--- config.mk ---
export PLATFORM = sky130hd
export DESIGN_NAME = frame_time_quality_governor
export DESIGN_NICKNAME = d
export VERILOG_FILES = /design/src/ftqg_pkg.sv /design/src/ftqg_cfg.sv /design/src/ftqg_core.sv /design/src/frame_time_quality_governor.sv
export SDC_FILE = /design/constraint.sdc
export NUM_CORES = 2
export LEC_CHECK = 0
export ABC_AREA = 0
export BUFFER_PORTS_ARGS = -buffer_cell sky130_fd_sc_hd__buf_4
export CORE_AREA = 2 2 272 274
export DETAILED_ROUTE_END_ITERATION = 10
export DIE_AREA = 0 0 274 276
export PLACE_DENSITY = 0.75
export REMOVE_ABC_BUFFERS = 1
export SETUP_SLACK_MARGIN = 0.15
export SLEW_MARGIN = 20
export SYNTH_ARGS = -nofsm -noshare
export SYNTH_HDL_FRONTEND = slang
export SYNTH_SLANG_ARGS = --single-unit
--- constraint.sdc ---
create_clock -name clk_i -period 16.58 [get_ports clk_i]
set_input_delay 1.658 -clock clk_i [delete_from_list [all_inputs] [get_ports clk_i]]
set_output_delay 1.658 -clock clk_i [all_outputs]
set_load 0.01 [all_outputs]
--- src/ftqg_pkg.sv ---
package ftqg_pkg;

  // Field widths
  localparam int unsigned FRAME_W    = 20;
  localparam int unsigned TH_W       = 3;
  localparam int unsigned SCALE_W    = 10;
  localparam int unsigned LEVEL_W    = 3;
  localparam int unsigned STEP_W     = 8;
  localparam int unsigned COUNT_W    = 16;
  localparam int unsigned EMA_W      = 28;
  localparam int unsigned EMA_FRAC   = 8;
  localparam int unsigned GAIN_W     = 12;
  localparam int unsigned MUL_W      = EMA_W + GAIN_W;
  localparam int unsigned PROD_W     = 27;
  localparam int unsigned DROP_W     = 22;
  localparam int unsigned CFG_IDX_W  = 3;
  localparam int unsigned CFG_DATA_W = 20;
  localparam int unsigned IN_TDATA_W  = 40;
  localparam int unsigned OUT_TDATA_W = 56;

  // Configuration register indexes
  typedef enum logic [CFG_IDX_W-1:0] {
    CFG_FRAME_BUDGET    = 3'd0,
    CFG_MIN_SCALE       = 3'd1,
    CFG_MAX_SCALE       = 3'd2,
    CFG_SCALE_STEP      = 3'd3,
    CFG_DOWN_FRAMES     = 3'd4,
    CFG_UP_FRAMES       = 3'd5,
    CFG_COOLDOWN_FRAMES = 3'd6,
    CFG_QUALITY_CEILING = 3'd7
  } cfg_index_e;

  // Thermal status codes
  localparam logic [TH_W-1:0] TH_NONE      = 3'd0;
  localparam logic [TH_W-1:0] TH_LIGHT     = 3'd1;
  localparam logic [TH_W-1:0] TH_MODERATE  = 3'd2;
  localparam logic [TH_W-1:0] TH_SEVERE    = 3'd3;
  localparam logic [TH_W-1:0] TH_CRITICAL  = 3'd4;
  localparam logic [TH_W-1:0] TH_SHUTDOWN  = 3'd6;

  // Frame time saturation and scale limits
  localparam logic [FRAME_W-1:0] FRAME_MIN     = 20'd100;
  localparam logic [FRAME_W-1:0] FRAME_MAX     = 20'd1000000;
  localparam logic [SCALE_W-1:0] SCALE_LIMIT   = 10'd1000;
  localparam logic [SCALE_W-1:0] SCALE_FLOOR   = 10'd200;
  localparam logic [STEP_W-1:0]  STEP_MIN      = 8'd10;
  localparam logic [STEP_W-1:0]  STEP_MAX      = 8'd250;
  localparam logic [SCALE_W-1:0] CAP_MODERATE  = 10'd850;
  localparam logic [SCALE_W-1:0] CAP_SEVERE    = 10'd650;
  localparam logic [SCALE_W-1:0] CAP_CRITICAL  = 10'd500;
  localparam logic [SCALE_W-1:0] CAP_EMERGENCY = 10'd400;

  // Hysteresis band in percent of budget
  localparam logic [PROD_W-1:0] PCT_SCALE = 27'd100;
  localparam logic [PROD_W-1:0] BAD_PCT   = 27'd110;
  localparam logic [PROD_W-1:0] GOOD_PCT  = 27'd92;

  // Average gain 0.15 as 2458/16384, rounded
  localparam logic [MUL_W-1:0] EMA_GAIN  = 40'd2458;
  localparam logic [MUL_W-1:0] EMA_ROUND = 40'd8192;
  localparam int unsigned      EMA_SHIFT = 14;

  // Register reset values
  localparam logic [FRAME_W-1:0] RST_BUDGET    = 20'd16667;
  localparam logic [SCALE_W-1:0] RST_MIN_SCALE = 10'd400;
  localparam logic [SCALE_W-1:0] RST_MAX_SCALE = 10'd1000;
  localparam logic [STEP_W-1:0]  RST_STEP      = 8'd50;
  localparam logic [COUNT_W-1:0] RST_DOWN      = 16'd6;
  localparam logic [COUNT_W-1:0] RST_UP        = 16'd120;
  localparam logic [COUNT_W-1:0] RST_COOLDOWN  = 16'd30;
  localparam logic [LEVEL_W-1:0] RST_CEILING   = 3'd3;

  // Sanitised limits handed from the register file to the datapath
  typedef struct packed {
    logic [DROP_W-1:0]  budget_x3;
    logic [PROD_W-1:0]  budget_bad;
    logic [PROD_W-1:0]  budget_good;
    logic [SCALE_W-1:0] scale_max;
    logic [SCALE_W-1:0] scale_min;
    logic [STEP_W-1:0]  step;
    logic [COUNT_W-1:0] down;
    logic [COUNT_W-1:0] up;
    logic [COUNT_W-1:0] cooldown;
    logic [LEVEL_W-1:0] ceiling;
  } limits_t;

  typedef struct packed {
    logic [FRAME_W-1:0] frame_us;
    logic [TH_W-1:0]    thermal_status;
    logic [SCALE_W-1:0] lock_scale;
  } item_t;

  typedef struct packed {
    logic [SCALE_W-1:0] render_scale;
    logic [LEVEL_W-1:0] quality_level;
    logic               dropped;
    logic               lowered;
    logic               raised;
    logic [FRAME_W-1:0] smoothed_frame_us;
    logic [FRAME_W-1:0] worst_frame_us;
  } result_t;

  // Clamp raw registers and precompute budget products (ceiling already limited)
  function automatic limits_t derive_limits(
    input logic [FRAME_W-1:0] budget,
    input logic [SCALE_W-1:0] min_s,
    input logic [SCALE_W-1:0] max_s,
    input logic [STEP_W-1:0]  step,
    input logic [COUNT_W-1:0] dn,
    input logic [COUNT_W-1:0] up,
    input logic [COUNT_W-1:0] cool,
    input logic [LEVEL_W-1:0] ceil
  );
    limits_t            l;
    logic [SCALE_W-1:0] mx;
    logic [SCALE_W-1:0] lo;
    l = '0;
    l.budget_x3   = DROP_W'({budget, 1'b0}) + DROP_W'(budget);
    l.budget_bad  = PROD_W'(budget) * BAD_PCT;
    l.budget_good = PROD_W'(budget) * GOOD_PCT;
    mx = (max_s > SCALE_LIMIT) ? SCALE_LIMIT : max_s;
    lo = (min_s < SCALE_FLOOR) ? SCALE_FLOOR : min_s;
    l.scale_max = mx;
    l.scale_min = (lo > mx) ? mx : lo;
    if (step < STEP_MIN) begin
      l.step = STEP_MIN;
    end else if (step > STEP_MAX) begin
      l.step = STEP_MAX;
    end else begin
      l.step = step;
    end
    l.down     = (dn == '0) ? COUNT_W'(1) : dn;
    l.up       = (up == '0) ? COUNT_W'(1) : up;
    l.cooldown = cool;
    l.ceiling  = ceil;
    return l;
  endfunction

endpackage

--- src/ftqg_cfg.sv ---
module ftqg_cfg import ftqg_pkg::*; #(
  parameter int unsigned MAX_LEVELS = 8
) (
  input  logic                  clk_i,
  input  logic                  rst_ni,
  input  logic                  cfg_valid_i,
  output logic                  cfg_ready_o,
  input  logic [CFG_IDX_W-1:0]  cfg_index_i,
  input  logic [CFG_DATA_W-1:0] cfg_data_i,
  output limits_t               limits_o
);

  localparam logic [4:0] LEVEL_TOP = 5'(MAX_LEVELS - 1);
  localparam logic [LEVEL_W-1:0] CEIL_RST =
    ({2'b00, RST_CEILING} > LEVEL_TOP) ? LEVEL_W'(LEVEL_TOP) : RST_CEILING;

  logic [FRAME_W-1:0] budget_q;
  logic [SCALE_W-1:0] min_scale_q, max_scale_q;
  logic [STEP_W-1:0]  step_q;
  logic [COUNT_W-1:0] down_q, up_q, cool_q;
  logic [LEVEL_W-1:0] ceil_q;
  logic [LEVEL_W-1:0] ceil_lim;
  limits_t            limits_d, limits_q;

  assign cfg_ready_o = 1'b1;

  // Raw register file
  always_ff @(posedge clk_i or negedge rst_ni) begin
    if (!rst_ni) begin
      budget_q    <= RST_BUDGET;
      min_scale_q <= RST_MIN_SCALE;
      max_scale_q <= RST_MAX_SCALE;
      step_q      <= RST_STEP;
      down_q      <= RST_DOWN;
      up_q        <= RST_UP;
      cool_q      <= RST_COOLDOWN;
      ceil_q      <= RST_CEILING;
    end else if (cfg_valid_i) begin
      case (cfg_index_e'(cfg_index_i))
        CFG_FRAME_BUDGET:    budget_q    <= cfg_data_i;
        CFG_MIN_SCALE:       min_scale_q <= cfg_data_i[SCALE_W-1:0];
        CFG_MAX_SCALE:       max_scale_q <= cfg_data_i[SCALE_W-1:0];
        CFG_SCALE_STEP:      step_q      <= cfg_data_i[STEP_W-1:0];
        CFG_DOWN_FRAMES:     down_q      <= cfg_data_i[COUNT_W-1:0];
        CFG_UP_FRAMES:       up_q        <= cfg_data_i[COUNT_W-1:0];
        CFG_COOLDOWN_FRAMES: cool_q      <= cfg_data_i[COUNT_W-1:0];
        CFG_QUALITY_CEILING: ceil_q      <= cfg_data_i[LEVEL_W-1:0];
        default: ;
      endcase
    end
  end

  // Sanitised limits, registered so the budget products stay off the datapath
  always_comb begin
    ceil_lim = ({2'b00, ceil_q} > LEVEL_TOP) ? LEVEL_W'(LEVEL_TOP) : ceil_q;
    limits_d = derive_limits(budget_q, min_scale_q, max_scale_q, step_q,
                             down_q, up_q, cool_q, ceil_lim);
  end

  always_ff @(posedge clk_i or negedge rst_ni) begin
    if (!rst_ni) begin
      limits_q <= derive_limits(RST_BUDGET, RST_MIN_SCALE, RST_MAX_SCALE,
                                RST_STEP, RST_DOWN, RST_UP, RST_COOLDOWN, CEIL_RST);
    end else begin
      limits_q <= limits_d;
    end
  end

  assign limits_o = limits_q;

endmodule

--- src/ftqg_core.sv ---
module ftqg_core import ftqg_pkg::*; #(
  parameter int unsigned MAX_LEVELS = 8,
  parameter int unsigned RUN_BITS   = 16
) (
  input  logic    clk_i,
  input  logic    rst_ni,
  input  logic    fire_i,
  input  item_t   item_i,
  input  limits_t limits_i,
  output result_t result_o
);

  localparam int unsigned CMP_W = (RUN_BITS > COUNT_W) ? RUN_BITS : COUNT_W;
  localparam logic [RUN_BITS-1:0] RUN_MAX = {RUN_BITS{1'b1}};
  localparam logic [4:0] LEVEL_TOP = 5'(MAX_LEVELS - 1);
  localparam logic [LEVEL_W-1:0] LEVEL_RST =
    ({2'b00, RST_CEILING} > LEVEL_TOP) ? LEVEL_W'(LEVEL_TOP) : RST_CEILING;

  // Governor state
  logic [SCALE_W-1:0]  scale_q, scale_d;
  logic [LEVEL_W-1:0]  level_q, level_d;
  logic [RUN_BITS-1:0] bad_q, bad_d, good_q, good_d;
  logic [COUNT_W-1:0]  hold_q, hold_d;
  logic [EMA_W-1:0]    ema_q, ema_d;
  logic [FRAME_W-1:0]  worst_q, worst_d;
  logic                seen_q;

  // Per-item intermediates
  logic [FRAME_W-1:0]  f;
  logic [TH_W-1:0]     th;
  logic [EMA_W-1:0]    target, diff, delta;
  logic [MUL_W-1:0]    prod;
  logic [PROD_W-1:0]   f100;
  logic                is_bad, is_good, dropped, lowered, raised;
  logic [RUN_BITS-1:0] bad1, good1;
  logic [COUNT_W-1:0]  hold1;
  logic [SCALE_W-1:0]  cap_s, fixed;
  logic [LEVEL_W-1:0]  cap_q;
  logic [SCALE_W:0]    sum_dn, sum_up;

  // Saturate inputs and update average and worst frame
  always_comb begin
    if (item_i.frame_us < FRAME_MIN) begin
      f = FRAME_MIN;
    end else if (item_i.frame_us > FRAME_MAX) begin
      f = FRAME_MAX;
    end else begin
      f = item_i.frame_us;
    end
    th = (item_i.thermal_status > TH_SHUTDOWN) ? TH_SHUTDOWN : item_i.thermal_status;

    target = {f, {EMA_FRAC{1'b0}}};
    diff   = (target >= ema_q) ? (target - ema_q) : (ema_q - target);
    prod   = MUL_W'(diff) * EMA_GAIN + EMA_ROUND;
    delta  = EMA_W'(prod >> EMA_SHIFT);
    if (!seen_q) begin
      ema_d = target;
    end else if (target >= ema_q) begin
      ema_d = ema_q + delta;
    end else begin
      ema_d = ema_q - delta;
    end
    worst_d = (f > worst_q) ? f : worst_q;
  end

  // Hysteresis classification and streak counters
  always_comb begin
    f100    = PROD_W'(f) * PCT_SCALE;
    is_bad  = f100 > limits_i.budget_bad;
    is_good = f100 < limits_i.budget_good;
    dropped = DROP_W'({f, 1'b0}) > limits_i.budget_x3;
    bad1    = bad_q;
    good1   = good_q;
    if (is_bad) begin
      if (bad_q != RUN_MAX) bad1 = bad_q + RUN_BITS'(1);
      good1 = '0;
    end else if (is_good) begin
      if (good_q != RUN_MAX) good1 = good_q + RUN_BITS'(1);
      bad1 = '0;
    end
    hold1 = (hold_q != '0) ? hold_q - COUNT_W'(1) : hold_q;
  end

  // Thermal caps
  always_comb begin
    case (th) inside
      [TH_NONE:TH_LIGHT]: cap_s = limits_i.scale_max;
      TH_MODERATE: cap_s = (limits_i.scale_max > CAP_MODERATE) ? CAP_MODERATE
                                                               : limits_i.scale_max;
      TH_SEVERE:   cap_s = (limits_i.scale_max > CAP_SEVERE) ? CAP_SEVERE
                                                             : limits_i.scale_max;
      TH_CRITICAL: cap_s = (limits_i.scale_max > CAP_CRITICAL) ? CAP_CRITICAL
                                                               : limits_i.scale_max;
      default:     cap_s = (limits_i.scale_max > CAP_EMERGENCY) ? CAP_EMERGENCY
                                                                : limits_i.scale_max;
    endcase
    case (th) inside
      [TH_CRITICAL:TH_SHUTDOWN]: cap_q = '0;
      TH_SEVERE: cap_q = (limits_i.ceiling > LEVEL_W'(1)) ? LEVEL_W'(1) : limits_i.ceiling;
      default:   cap_q = limits_i.ceiling;
    endcase
  end

  // Scale first, then quality; caps and lock last
  always_comb begin
    scale_d = scale_q;
    level_d = level_q;
    bad_d   = bad1;
    good_d  = good1;
    hold_d  = hold1;
    lowered = 1'b0;
    raised  = 1'b0;
    sum_dn  = {1'b0, limits_i.scale_min} + (SCALE_W+1)'(limits_i.step);
    sum_up  = {1'b0, scale_q} + (SCALE_W+1)'(limits_i.step);

    if (item_i.lock_scale == '0 && hold1 == '0) begin
      if (CMP_W'(bad1) >= CMP_W'(limits_i.down)) begin
        if (scale_q > limits_i.scale_min) begin
          scale_d = ({1'b0, scale_q} > sum_dn) ? scale_q - SCALE_W'(limits_i.step)
                                               : limits_i.scale_min;
          lowered = 1'b1;
        end else if (level_q != '0) begin
          level_d = level_q - LEVEL_W'(1);
          lowered = 1'b1;
        end
        if (lowered) begin
          hold_d = limits_i.cooldown;
          bad_d  = '0;
        end
      end else if (CMP_W'(good1) >= CMP_W'(limits_i.up) && th < TH_MODERATE) begin
        if (scale_q < cap_s) begin
          scale_d = (sum_up > {1'b0, cap_s}) ? cap_s : sum_up[SCALE_W-1:0];
          raised  = 1'b1;
        end else if (level_q < cap_q) begin
          level_d = level_q + LEVEL_W'(1);
          raised  = 1'b1;
        end
        if (raised) begin
          hold_d = limits_i.cooldown;
          good_d = '0;
        end
      end
    end

    if (scale_d > cap_s) scale_d = cap_s;
    if (level_d > cap_q) level_d = cap_q;

    // Manual lock overrides the scale, still under the thermal cap
    fixed = (item_i.lock_scale < limits_i.scale_min) ? limits_i.scale_min
                                                     : item_i.lock_scale;
    fixed = (fixed > limits_i.scale_max) ? limits_i.scale_max : fixed;
    if (item_i.lock_scale != '0) begin
      scale_d = (fixed > cap_s) ? cap_s : fixed;
    end
  end

  always_ff @(posedge clk_i or negedge rst_ni) begin
    if (!rst_ni) begin
      scale_q <= RST_MAX_SCALE;
      level_q <= LEVEL_RST;
      bad_q   <= '0;
      good_q  <= '0;
      hold_q  <= '0;
      ema_q   <= '0;
      worst_q <= '0;
      seen_q  <= 1'b0;
    end else if (fire_i) begin
      scale_q <= scale_d;
      level_q <= level_d;
      bad_q   <= bad_d;
      good_q  <= good_d;
      hold_q  <= hold_d;
      ema_q   <= ema_d;
      worst_q <= worst_d;
      seen_q  <= 1'b1;
    end
  end

  always_comb begin
    result_o.render_scale      = scale_d;
    result_o.quality_level     = level_d;
    result_o.dropped           = dropped;
    result_o.lowered           = lowered;
    result_o.raised            = raised;
    result_o.smoothed_frame_us = ema_d[EMA_W-1:EMA_FRAC];
    result_o.worst_frame_us    = worst_d;
  end

endmodule

--- src/frame_time_quality_governor.sv ---
// Frame-time quality governor. Each input beat carries one frame time, the
// thermal status and an optional scale lock; each one yields exactly one
// output beat with the render scale, quality level, drop/lower/raise flags,
// the smoothed frame time and the worst frame since reset. One beat is taken
// every cycle while the output is not stalled; a result passes from the input
// register through the state update into the output register.
// The rate is set by that state update, which closes on itself each beat.
// The configuration port is always ready; a written value takes effect for
// items accepted from the cycle after the write.
module frame_time_quality_governor import ftqg_pkg::*; #(
  parameter int unsigned MAX_LEVELS = 8,
  parameter int unsigned RUN_BITS   = 16
) (
  input  logic                   clk_i,
  input  logic                   rst_ni,
  input  logic                   s_axis_tvalid_i,
  output logic                   s_axis_tready_o,
  // [19:0] frame_us, [22:20] thermal_status, [32:23] lock_scale, [39:33] ignored
  input  logic [IN_TDATA_W-1:0]  s_axis_tdata_i,
  output logic                   m_axis_tvalid_o,
  input  logic                   m_axis_tready_i,
  // [9:0] render_scale, [12:10] quality_level, [13] dropped, [14] lowered,
  // [15] raised, [35:16] smoothed_frame_us, [55:36] worst_frame_us
  output logic [OUT_TDATA_W-1:0] m_axis_tdata_o,
  input  logic                   cfg_valid_i,
  output logic                   cfg_ready_o,
  input  logic [CFG_IDX_W-1:0]   cfg_index_i,
  input  logic [CFG_DATA_W-1:0]  cfg_data_i
);

  limits_t limits;
  item_t   item_q;
  logic    in_valid_q, out_valid_q, advance;
  result_t result, res_q;

  ftqg_cfg #(
    .MAX_LEVELS (MAX_LEVELS)
  ) u_cfg (
    .clk_i       (clk_i),
    .rst_ni      (rst_ni),
    .cfg_valid_i (cfg_valid_i),
    .cfg_ready_o (cfg_ready_o),
    .cfg_index_i (cfg_index_i),
    .cfg_data_i  (cfg_data_i),
    .limits_o    (limits)
  );

  ftqg_core #(
    .MAX_LEVELS (MAX_LEVELS),
    .RUN_BITS   (RUN_BITS)
  ) u_core (
    .clk_i    (clk_i),
    .rst_ni   (rst_ni),
    .fire_i   (advance),
    .item_i   (item_q),
    .limits_i (limits),
    .result_o (result)
  );

  // Beat moves from input register to output register
  assign advance         = in_valid_q && (!out_valid_q || m_axis_tready_i);
  assign s_axis_tready_o = !in_valid_q || advance;

  // Input register
  always_ff @(posedge clk_i or negedge rst_ni) begin
    if (!rst_ni) begin
      in_valid_q <= 1'b0;
    end else if (s_axis_tvalid_i && s_axis_tready_o) begin
      in_valid_q <= 1'b1;
    end else if (advance) begin
      in_valid_q <= 1'b0;
    end
  end

  always_ff @(posedge clk_i) begin
    if (s_axis_tvalid_i && s_axis_tready_o) begin
      item_q.frame_us       <= s_axis_tdata_i[19:0];
      item_q.thermal_status <= s_axis_tdata_i[22:20];
      item_q.lock_scale     <= s_axis_tdata_i[32:23];
    end
  end

  // Output register
  always_ff @(posedge clk_i or negedge rst_ni) begin
    if (!rst_ni) begin
      out_valid_q <= 1'b0;
    end else if (advance) begin
      out_valid_q <= 1'b1;
    end else if (m_axis_tready_i) begin
      out_valid_q <= 1'b0;
    end
  end

  always_ff @(posedge clk_i) begin
    if (advance) begin
      res_q <= result;
    end
  end

  assign m_axis_tvalid_o = out_valid_q;
  assign m_axis_tdata_o  = {res_q.worst_frame_us, res_q.smoothed_frame_us, res_q.raised,
                            res_q.lowered, res_q.dropped, res_q.quality_level,
                            res_q.render_scale};

endmodule

==> metrics.md <==
| Metric | Value |
|---|---|
| Synthesized instance count | `4,458` |
| Initial antenna violation count | `1` |
| DR vias/cell | `5.81` |
| Largest net degree at the start of global routing | `105` |
| Slew at the pin closest to its max-slew limit | `1.05 ns` |
| Post-CTS Setup Inserts | `0` |
| CTS tree | `done` |
| Layout cells sized above 1 | `0.109` |
| Clock H-tree levels | `2` |
| WL/cell | `around 19 um` |
| Post-Syn Area per Cell | `9.38 um2` |
| Total grt overflow | `0` |
| Max frequency | `between 60 and 70 MHz` |
| CP Max Fanout | `15` |
| Clock Latency Late Sink | `0.61 ns` |
| Setup TNS | `0 ns` |
| Period minus WS final | `roughly 16 ns` |
| Die width | `between 200 and 300 um` |
| Die Area | `75,600 um2` |
| Commonest non-fill, non-tap cell in the layout | `inv_1` |
| Antenna-violating nets left | `0` |
| Multi-input logic area | `27,200 um2` |
| TritonRoute pass-1 iters | `5` |
| Main combinational cell family by area after synthesis | `adder cells` |
| Register area share after synthesis | `0.281` |
| Placeable Area | `72,600 um2` |
| Rel. slew slack | `0.296` |
| Post-synthesis xor/xnor area fraction | `0.0548` |
| Ys Warns | `0` |
| Chip height | `around 280 um` |
| CP max stage cell | `o41ai_1` |
| Port buffer count | `118` |
| Crit path DAT | `15.90 ns` |
| CP required | `16.92 ns` |
| Post-DP HPWL | `80.8 mm` |
| CTS clk-pin slew, worst paths | `0.07 ns` |
| Worst path max stage delay | `0.60 ns` |
| Post-synth ARST share | `0.801` |
| Clock Sinks | `447` |
| Initial Utilization | `0.576` |
| CTS Root Cell | `clkbuf_16` |
| Fillers | `around 6.0k` |
| Simple-gate share of the synthesized area | `0.122` |
| Resize count post-CTS | `0` |
| Routed WL | `103 mm` |
| Commonest cells after routing, fill and taps aside | `inv_1, ha_1, nand2_1` |
| Post-Syn Area | `around 42,000 um2` |
| Crit path top cell by count | `a21o_1` |
| Flops & latches, synth | `447` |
| Global-route usage over all layers | `0.272` |
| Row count | `99` |
| N_diodes | `0` |
| Vias | `between 30k and 40k` |
| GP Congestion | `0.943` |
| Synth Area in Compound Gates | `0.149` |
| RSZ-0062 raised after global routing | `false` |
| First-pass GRT wire length | `166 mm` |
| Hold Path Class | `flop to flop` |
| Fin crit share | `0.938` |
| Area growth syn-to-layout | `8.25%` |
| Mux cell area share after synthesis | `0.0356` |
| Post-Route Skew | `0.0366 ns` |
| Synth cell types | `99` |
| Num CTS Buffers | `47` |
| Max-slew violation count | `0` |
| Crit end category | `flop` |
| Post-synth EDFFs | `89` |
| Fin nets | `5,401` |
| Hold buffers post-CTS | `0` |
| Setup violations, final | `0` |
| Deepest clock path buffer count | `3` |
| Status | `complete, no violations` |
| Adder-Cell Fraction of Synth Area | `0.286` |
| Initial drt markers | `2,152` |
| Setup crit start kind | `flop` |
| Reg area | `11,700 um2` |
| WS Path Type | `flop to flop` |
| Synth Flop Type | `dfrtp_1` |
| DRC | `0` |
| Number of max-cap violations | `0` |
| Ports | `between 100 and 150` |
| Final Hold Viols | `0` |
| Vias in the first global route | `31.7k` |
[worst paths after layout]
check / from / to / slack (ns) / cells after the start
max in group asynchronous: rst_ni / u_core.hold_q[12] / 12.53 / 4
max: item_q[16] / m_axis_tdata_o[35] / 1.03 / 53
min in group asynchronous: rst_ni / u_cfg.budget_q[16] / 1.11 / 1
max reg2reg: item_q[16] / m_axis_tdata_o[35] / 1.03 / 53
min: u_cfg.cool_q[1] / u_cfg.limits_o[4] / 0.36 / 0
min reg2reg: u_cfg.cool_q[1] / u_cfg.limits_o[4] / 0.36 / 0
[synth_stat cells, drive strengths merged, types with 14 or more instances]
cell,instances,area (um2)
buf,31,158
or2,15,93.8
dfrtp,266,6660
fa,209,4180
or3,23,149
a22o,18,158
nor4,25,169
mux2i,25,250
clkbuf,120,450
a31oi,24,150
xnor2,162,1420
o21ai,249,1250
nor3,71,367
a211oi,36,270
nor3b,14,110
a21boi,18,135
o21a,26,195
a31o,18,158
ha,620,7760
mux2,110,1240
nand2,291,1090
nand3,80,405
nand2b,64,400
nand4,60,375
xor2,99,875
o211ai,25,188
a21o,115,863
o21bai,45,338
inv,635,2380
a21oi,257,1300
nor2,227,852
and2,27,169
o31ai,31,238
dfstp,92,2420
nor2b,49,307
edfxtp,89,2670
and3,33,211
[layer usage]
layer,wire length (um),vias to the layer above,global-route usage,share of wire
li1,-,15400,-,-
met1,45900,15600,0.375,0.45
met2,48400,824,0.448,0.47
met3,5590,168,0.0344,0.054
met4,2920,0,0.0807,0.028
met5,0,-,0,0
[cell type report]
| cell class | count | share of cell area |
|---|---|---|
| clock buffers | 63 | 0.0291 |
| repair buffers | 148 | 0.0247 |
| well taps | 959 | 0.0265 |
| clock inverters | 25 | 0.00760 |
| inverters | 636 | 0.0528 |
| multi-input cells | 3224 | 0.600 |
| flip-flops and latches | 447 | 0.259 |
[critical path, delay by kind of cell (launching register included)]
family | cells | cell delay (ns)
AND/OR/NAND/NOR | 14 | 4.21
AO/OA/AOI/OAI | 24 | 6.15
flip-flops | 1 | 0.39
XOR/XNOR | 4 | 1.14
buffers and inverters | 3 | 0.68
adder cells (fa/ha/maj) | 8 | 2.73
[metrics by stage]
| step | instances | setup slack [ns] | hold WS (ns) | utilization | area (um2) |
|---|---|---|---|---|---|
| after floorplan | 4307 | 2.00 | 0.349 | - | 41200 |
| after global placement | 5414 | 1.48 | 0.352 | 0.600 | 43600 |
| after detailed placement | 5414 | 1.25 | 0.354 | 0.600 | 43600 |
| after CTS | 5502 | 1.15 | 0.361 | 0.623 | 45200 |
| after global routing | 5502 | 0.187 | 0.362 | 0.624 | 45300 |
| final | 5502 | 1.03 | 0.361 | 0.624 | 45300 |
[flip-flops by register name (all words and copies together) (netlist names), 10 cells and up]
name               count
u_core.good_q         16
item_q                33
m_axis_tdata_o        56
u_cfg.max_scale_q     10
u_cfg.cool_q          16
u_cfg.up_q            16
u_cfg.min_scale_q     10
u_core.worst_q        20
u_core.ema_q          28
u_core.hold_q         16
u_core.bad_q          16
u_cfg.down_q          16
u_cfg.limits_o       147
u_cfg.budget_q        20
u_core.scale_q        10
[kinds of logic (layout without fill, tap and decap cells)]
group           after synthesis  after routing
buf+inv                     787            872
flops                       447            447
compound gates              975            975
other cells                   1              1
xor+xnor                    261            261
mux                         135            135
simple gates               1023           1023
fa+ha+maj                   829            829
Power is not shown: default switching activity piles up to over one toggle a cycle in this logic, so the estimate is an artifact.
